--- src/rtl/lmac_pkg.sv ---
package lmac_pkg;

   // operand geometry
   localparam int unsigned OPND_W    = 32;
   localparam int unsigned DIGIT_W   = 8;
   localparam int unsigned NUM_CELLS = OPND_W / DIGIT_W;
   localparam int unsigned SUM_W     = 2 * OPND_W;
   localparam int unsigned PROD_W    = OPND_W + DIGIT_W + 2;

   // register numbers
   localparam logic [3:0] PC_REG = 4'd15;

   // error codes
   localparam logic [1:0] ERR_NONE    = 2'd0;
   localparam logic [1:0] ERR_PC      = 2'd1;
   localparam logic [1:0] ERR_OVERLAP = 2'd2;

   // early-termination group masks
   localparam logic [31:0] MASK_M1 = 32'hFFFF_FF00;
   localparam logic [31:0] MASK_M2 = 32'hFFFF_0000;
   localparam logic [31:0] MASK_M3 = 32'hFF00_0000;

   // sideband that rides along the cells untouched
   typedef struct packed {
      logic       set_flags;
      logic [1:0] error_code;
      logic [2:0] cycles;
   } meta_type;

   // one beat travelling down the cell row
   typedef struct packed {
      logic [OPND_W-1:0] mplier;
      logic [OPND_W-1:0] mcand;
      logic              sgn;
      logic [SUM_W-1:0]  sum;
      meta_type          meta;
   } lane_type;

endpackage

--- src/rtl/lmac_cell.sv ---
module lmac_cell #(
   parameter int unsigned CellIndex = 0
) (
   input  logic               clock,
   input  logic               reset,
   input  logic               advance,
   input  logic               up_valid,
   input  lmac_pkg::lane_type up,
   output logic               down_valid,
   output lmac_pkg::lane_type down
);
   import lmac_pkg::*;

   logic                      valid_ff;
   lane_type                  lane_ff;
   lane_type                  lane_in;
   logic [DIGIT_W-1:0]        digit;
   logic                      digit_top;
   logic signed [OPND_W:0]    mcand_s;
   logic signed [DIGIT_W:0]   digit_s;
   logic signed [PROD_W-1:0]  prod;
   logic [SUM_W-1:0]          prod_ext;

   // pick this cell's digit; the top digit carries the sign in signed mode
   assign digit     = up.mplier[CellIndex*DIGIT_W +: DIGIT_W];
   assign digit_top = (CellIndex == NUM_CELLS - 1) ? (up.sgn & up.mplier[OPND_W-1]) : 1'b0;
   assign mcand_s   = $signed({up.sgn & up.mcand[OPND_W-1], up.mcand});
   assign digit_s   = $signed({digit_top, digit});
   assign prod      = PROD_W'(mcand_s * digit_s);
   assign prod_ext  = {{(SUM_W-PROD_W){prod[PROD_W-1]}}, prod};

   // add the shifted partial product into the running sum
   always_comb begin
      lane_in     = up;
      lane_in.sum = up.sum + (prod_ext << (CellIndex * DIGIT_W));
   end

   // advance the beat
   always_ff @(posedge clock) begin
      if (reset) begin
         valid_ff <= 1'b0;
      end else if (advance) begin
         valid_ff <= up_valid;
      end
   end

   always_ff @(posedge clock) begin
      if (advance) begin
         lane_ff <= lane_in;
      end
   end

   assign down_valid = valid_ff;
   assign down       = lane_ff;

endmodule

--- src/rtl/long_multiply_accumulate_unit_core.sv ---
// Channel   Direction  Handshake            Payload
// req_      in         req_valid/req_stall  operands, accumulator, modes, register numbers
// rsp_      out        rsp_valid/rsp_stall  result halves, flags, error, cycle count
//
// One beat is accepted per cycle while req_stall is low; a beat passes through one
// register per multiplier cell (four 8-bit digits) and then the output register.
// Reset clears every valid bit; payload registers are not reset.
// A stall on rsp_ backs up only as far as the first empty cell.
module long_multiply_accumulate_unit_core (
   input  logic        clock,
   input  logic        reset,
   input  logic        req_valid,
   output logic        req_stall,
   input  logic [31:0] req_multiplier_value,
   input  logic [31:0] req_multiplicand_value,
   input  logic [31:0] req_acc_low,
   input  logic [31:0] req_acc_high,
   input  logic        req_signed_mode,
   input  logic        req_accumulate,
   input  logic        req_set_flags,
   input  logic [3:0]  req_multiplier_reg,
   input  logic [3:0]  req_multiplicand_reg,
   input  logic [3:0]  req_dest_low_reg,
   input  logic [3:0]  req_dest_high_reg,
   output logic        rsp_valid,
   input  logic        rsp_stall,
   output logic [31:0] rsp_result_low,
   output logic [31:0] rsp_result_high,
   output logic        rsp_write_enable,
   output logic        rsp_flags_update,
   output logic        rsp_negative_flag,
   output logic        rsp_zero_flag,
   output logic [1:0]  rsp_error_code,
   output logic [2:0]  rsp_internal_cycles
);
   import lmac_pkg::*;

   lane_type             lane [NUM_CELLS+1];
   logic                 lane_valid [NUM_CELLS+1];
   logic                 advance [NUM_CELLS+1];
   logic [1:0]           err;
   logic [2:0]           m_class;
   logic                 sgn;
   logic [31:0]          rs;
   lane_type             tail;
   logic                 ok;

   logic                 rsp_valid_ff;
   logic [31:0]          res_low_ff, res_low_in;
   logic [31:0]          res_high_ff, res_high_in;
   logic                 we_ff, we_in;
   logic                 fu_ff, fu_in;
   logic                 neg_ff, neg_in;
   logic                 zero_ff, zero_in;
   logic [1:0]           err_ff;
   logic [2:0]           cyc_ff, cyc_in;

   assign sgn = req_signed_mode;
   assign rs  = req_multiplier_value;

   // classify register use
   always_comb begin
      if (req_multiplier_reg == PC_REG || req_multiplicand_reg == PC_REG ||
          req_dest_low_reg == PC_REG || req_dest_high_reg == PC_REG) begin
         err = ERR_PC;
      end else if (req_dest_high_reg == req_dest_low_reg ||
                   req_dest_high_reg == req_multiplicand_reg ||
                   req_dest_low_reg == req_multiplicand_reg) begin
         err = ERR_OVERLAP;
      end else begin
         err = ERR_NONE;
      end
   end

   // early-termination class of the multiplier
   always_comb begin
      if ((rs & MASK_M1) == '0 || (sgn && (rs & MASK_M1) == MASK_M1)) begin
         m_class = 3'd1;
      end else if ((rs & MASK_M2) == '0 || (sgn && (rs & MASK_M2) == MASK_M2)) begin
         m_class = 3'd2;
      end else if ((rs & MASK_M3) == '0 || (sgn && (rs & MASK_M3) == MASK_M3)) begin
         m_class = 3'd3;
      end else begin
         m_class = 3'd4;
      end
   end

   // seed the row with the operands and, when accumulating, the accumulator
   always_comb begin
      lane[0].mplier          = req_multiplier_value;
      lane[0].mcand           = req_multiplicand_value;
      lane[0].sgn             = sgn;
      lane[0].sum             = req_accumulate ? {req_acc_high, req_acc_low} : '0;
      lane[0].meta.set_flags  = req_set_flags;
      lane[0].meta.error_code = err;
      lane[0].meta.cycles     = m_class + (req_accumulate ? 3'd2 : 3'd1);
   end
   assign lane_valid[0] = req_valid;

   // a stage moves when its successor is empty or moving
   assign advance[NUM_CELLS] = !rsp_valid_ff || !rsp_stall;
   for (genvar g = 0; g < NUM_CELLS; g++) begin : g_adv
      assign advance[g] = !lane_valid[g+1] || advance[g+1];
   end
   assign req_stall = !advance[0];

   for (genvar g = 0; g < NUM_CELLS; g++) begin : g_cell
      lmac_cell #(.CellIndex(g)) u_cell (
         .clock      (clock),
         .reset      (reset),
         .advance    (advance[g]),
         .up_valid   (lane_valid[g]),
         .up         (lane[g]),
         .down_valid (lane_valid[g+1]),
         .down       (lane[g+1])
      );
   end

   // finish the result; on an error drop the result, flags and cycle count but keep the error code
   assign tail = lane[NUM_CELLS];
   assign ok   = (tail.meta.error_code == ERR_NONE);
   always_comb begin
      res_low_in  = ok ? tail.sum[31:0] : '0;
      res_high_in = ok ? tail.sum[63:32] : '0;
      we_in       = ok;
      fu_in       = ok & tail.meta.set_flags;
      neg_in      = ok & tail.sum[63];
      zero_in     = ok & (tail.sum == '0);
      cyc_in      = ok ? tail.meta.cycles : '0;
   end

   always_ff @(posedge clock) begin
      if (reset) begin
         rsp_valid_ff <= 1'b0;
      end else if (advance[NUM_CELLS]) begin
         rsp_valid_ff <= lane_valid[NUM_CELLS];
      end
   end

   always_ff @(posedge clock) begin
      if (advance[NUM_CELLS]) begin
         res_low_ff  <= res_low_in;
         res_high_ff <= res_high_in;
         we_ff       <= we_in;
         fu_ff       <= fu_in;
         neg_ff      <= neg_in;
         zero_ff     <= zero_in;
         err_ff      <= tail.meta.error_code;
         cyc_ff      <= cyc_in;
      end
   end

   assign rsp_valid           = rsp_valid_ff;
   assign rsp_result_low      = res_low_ff;
   assign rsp_result_high     = res_high_ff;
   assign rsp_write_enable    = we_ff;
   assign rsp_flags_update    = fu_ff;
   assign rsp_negative_flag   = neg_ff;
   assign rsp_zero_flag       = zero_ff;
   assign rsp_error_code      = err_ff;
   assign rsp_internal_cycles = cyc_ff;

`ifndef SYNTHESIS
   a_we_ok : assert property (@(posedge clock) disable iff (reset)
      rsp_valid |-> (rsp_write_enable == (rsp_error_code == ERR_NONE)))
      else $error("write enable disagrees with error code");

   a_err_silent : assert property (@(posedge clock) disable iff (reset)
      (rsp_valid && !rsp_write_enable) |->
         (rsp_result_low == '0 && rsp_result_high == '0 && !rsp_flags_update &&
          rsp_internal_cycles == '0))
      else $error("errored beat carries result data");

   a_zero_flag : assert property (@(posedge clock) disable iff (reset)
      (rsp_valid && rsp_write_enable) |->
         (rsp_zero_flag == (rsp_result_low == '0 && rsp_result_high == '0)))
      else $error("zero flag does not match result");

   a_cycles : assert property (@(posedge clock) disable iff (reset)
      (rsp_valid && rsp_write_enable) |->
         (rsp_internal_cycles >= 3'd2 && rsp_internal_cycles <= 3'd6))
      else $error("cycle count out of range");
`endif

endmodule

--- config.mk ---
export PLATFORM = sky130hd
export DESIGN_NAME = long_multiply_accumulate_unit_core
export DESIGN_NICKNAME = d
export VERILOG_FILES = /design/src/rtl/lmac_pkg.sv /design/src/rtl/lmac_cell.sv /design/src/rtl/long_multiply_accumulate_unit_core.sv
export SDC_FILE = /design/constraint.sdc
export NUM_CORES = 2
export LEC_CHECK = 0
export ABC_AREA = 1
export CORE_UTILIZATION = 30
export CTS_BUF_LIST = sky130_fd_sc_hd__clkbuf_8
export DETAILED_ROUTE_END_ITERATION = 10
export DONT_BUFFER_PORTS = 1
export PLACE_DENSITY = 0.42
export SYNTH_ARGS = -nofsm -noshare
export SYNTH_HDL_FRONTEND = slang
export SYNTH_SLANG_ARGS = --single-unit
--- constraint.sdc ---
create_clock -name clock -period 23 [get_ports clock]
set_input_delay 3.45 -clock clock [delete_from_list [all_inputs] [get_ports clock]]
set_output_delay 3.45 -clock clock [all_outputs]
set_load 0.05 [all_outputs]
==> results summary <==
Once placement finished, the instance area stood at 74820 µm². Buffers inserted to repair hold after CTS numbered 0. On the final layout, the worst clock skew is ~0.05 ns. The post-synthesis net count came out at between 10000 and 15000.

The number of buffer and inverter stages on the critical path came out at 6. For this run, the detailed router's first-pass iteration total came to 6. The count of final max-slew check failures is 0. TritonCTS built the clock tree. In the routed layout, each cell is associated on average with a via count of ~4.7. Setup repair after global routing left no endpoint under its margin.

The critical path's top delay family is adder cells. The final route contains around 60000 vias. The largest single stage delay on the critical path is between 0.7 and 0.8 ns. For this run, the leading register cell type out of synthesis is sky130_fd_sc_hd__edfxtp_1.

Input and output buffers added on the ports amount to 0. The share of final-layout standard cells stronger than drive strength 1 is under 10%. The fmax is between 100 and 150 MHz. The number of hold violations in the final report is 0. Leaving out fill and tap cells, the most frequent cells in the layout are sky130_fd_sc_hd__inv_1, sky130_fd_sc_hd__nand2_1, sky130_fd_sc_hd__fa_1.

The tree is rooted in a sky130_fd_sc_hd__clkbuf_8. The number of primary I/O pins is ~230. The headroom to the max-slew limit came out at between 15 and 20%.

The synthesized area came out at 71690 µm². The number of synthesized register bits is 505. The half-perimeter wire length after placement came out at approximately 220000 µm. The total number of yosys warnings is 0.

The vertical die dimension came out at just under 500 µm. Max-cap violations in this run came to 0. The sum of negative setup slack came out at 0 ns.

STA classifies the critical path startpoint as an input port. The initial detailed-routing violation count is 3107. The cell row count came out at approximately 180. The finished cells cover about 77000 µm².

The average wire per cell in the routed design came out at slightly above 20 µm. The overall global routing resource usage came out at 21.35%. The number of cells after detailed placement is between 10000 and 15000.

A synthesized cell averages between 7 and 8 µm². For this configuration, the core starts out at a cell density of 30.17%. Routability-driven placement finished with a final weighted congestion of about 0.95. The standard cell core area came out at ~240000 µm². The number of distinct library cell variants in the gate-level netlist after synthesis is 55. By startpoint and endpoint, the worst setup path is classified as input port to flip-flop. The setup slack of the worst register-to-register path came out at 14.55 ns. Compared with the post-synthesis result, the final layout area differs by 7.048%.

The number of instances in the synthesized netlist came out at roughly 9400. Once the clock tree was built, the setup fixing pass inserted 0 buffers. The slew at the pin closest to its max-slew limit came out at approximately 1.2 ns. The shortest period the worst path allows is ~10 ns. The routed wire length is around 260000 µm. The cell with the most instances on the worst path is sky130_fd_sc_hd__nand2_1. The share of synthesized flip-flops with an asynchronous set or reset came out at 0%. In this run the worst path has a maximum fanout of 24. The remaining global-route overflow came out at 0.

The number of flops mapped to enable cells by yosys came out at 500. The number of gates given a new drive strength after cts came out at 0. The final critical path takes up approximately 43% of the cycle.

The min-delay analysis places its worst path in the category flip-flop to flip-flop. The buffer levels on the longest clock path came out at 3. The total die area came out at around 240000 µm².

The library cell used most frequently in the layout, excluding fill and tap cells, is sky130_fd_sc_hd__inv_1. After clock tree synthesis, the clock-pin slew on the worst setup and hold paths is around 0.060 ns. The type of element capturing the critical path is a flip-flop. The number of design rule violations left after detail routing is 0. The initial antenna violation count came to 12. The post-route antenna net violation count came out at 0. The number of clock buffers inserted by TritonCTS came out at about 100. On the critical path, the stage with the largest delay is an instance of sky130_fd_sc_hd__ha_1. The tree built by TritonCTS fans out to around 500 sinks. The count of endpoints failing setup in the final report is 0. The data arrival time at the worst-slack endpoint came out at 10.42 ns.

The floorplan die width is 490.8 µm. The level count of the clock H-tree is 3. For the worst-skew pair, the clock arrives at the later sink with an insertion delay of approximately 0.9 ns. The share of the Yosys chip area taken by registers is between 20% and 30%. Entering global routing, the biggest net connects 75 pins. The first global-routing pass estimated 386300 µm of wire. The number of standard cells in the final layout excluding fillers came out at 12530. The net count of the finished layout is approximately 11000. The run finished with clean final reports. The number of global-route vias before repair is ~60000. At the worst endpoint, the required time is between 20 and 25 ns. The filler cells instantiated in the layout total around 26000. For this run, the share of the core covered by cells in the final layout is between 30% and 40%.
[flip-flops by register name, indices dropped and copies added, names as in the netlist, 2 cells and up]
name,count
rsp_result_high,32
g_cell.u_cell.down,427
rsp_result_low,32
rsp_internal_cycles,3
rsp_error_code,2
g_cell.u_cell.down_valid,4
[layout make-up]
cell class / instances / area, µm² / share of cell area, %
well taps: 3167 / 3963 / 5.163
flip-flops and latches: 505 / 15110 / 19.70
repair buffers: 33 / 247.7 / 0.3228
clock inverters: 80 / 545.5 / 0.7108
clock buffers: 99 / 1363 / 1.775
inverters: 2391 / 8987 / 11.71
diodes: 6 / 15.01 / 0.01956
multi-input cells: 6246 / 46510 / 60.60
[metal layers]
layer | up-vias | part of all wire [%] | global-route usage [%]
li1 | 28210 | - | -
met1 | 28840 | 42 | 26.21
met2 | 1194 | 51 | 38.34
met3 | 321 | 3.4 | 2.136
met4 | 4 | 3.9 | 7.959
met5 | - | 0.011 | 0
[per-stage QoR]
| stage | hold slack, ns | setup slack, ns |
|---|---|---|
| CTS | 0.4152 | 13.33 |
| finish | 0.4140 | 13.18 |
| floorplan | 0.4003 | 7.224 |
| detailed placement | 0.4045 | 12.40 |
| global placement | 0.4002 | 12.46 |
| global route | 0.4205 | 12.84 |
[cells in the mapped netlist, types with 75 or more instances]
master                     count  area [µm²]
sky130_fd_sc_hd__nand4_1      75       469.2
sky130_fd_sc_hd__a21oi_1     447        2237
sky130_fd_sc_hd__inv_1      2378        8926
sky130_fd_sc_hd__xnor2_1      82       718.2
sky130_fd_sc_hd__nor2_1      746        2800
sky130_fd_sc_hd__nand2_1    2287        8584
sky130_fd_sc_hd__o21ai_0     261        1306
sky130_fd_sc_hd__clkbuf_2     76       380.4
sky130_fd_sc_hd__ha_1        543        6794
sky130_fd_sc_hd__xor2_1      224        1962
sky130_fd_sc_hd__clkbuf_1    183       686.9
sky130_fd_sc_hd__nand3_1     263        1316
sky130_fd_sc_hd__fa_1        848       16980
sky130_fd_sc_hd__edfxtp_1    500       15010
[cell families (layout without fill, tap and decap cells)]
logic type,Yosys count,in the layout,synth area share (%)
xor+xnor,306,306,3.738
flops,505,505,21.08
simple gates,3578,3578,20.25
other cells,0,6,0
fa+ha+maj,1391,1391,33.16
buf+inv,2656,2603,14.05
compound gates,971,971,7.721
[path summary, 6_finish.rpt]
path / startpoint / end / depth (start not counted)
min reg2reg: g_cell[1].u_cell.down[11]$_DFFE_PP_ / g_cell[2].u_cell.down[11]$_DFFE_PP_ / 0
max: req_signed_mode / g_cell[0].u_cell.down[67]$_DFFE_PN_ / 30
min: g_cell[1].u_cell.down[11]$_DFFE_PP_ / g_cell[2].u_cell.down[11]$_DFFE_PP_ / 0
max reg2reg: g_cell[2].u_cell.down[134]$_DFFE_PP_ / g_cell[3].u_cell.down[69]$_DFFE_PP_ / 35
Power is not shown: default switching activity piles up to over one toggle a cycle in this logic, so the estimate is an artifact.
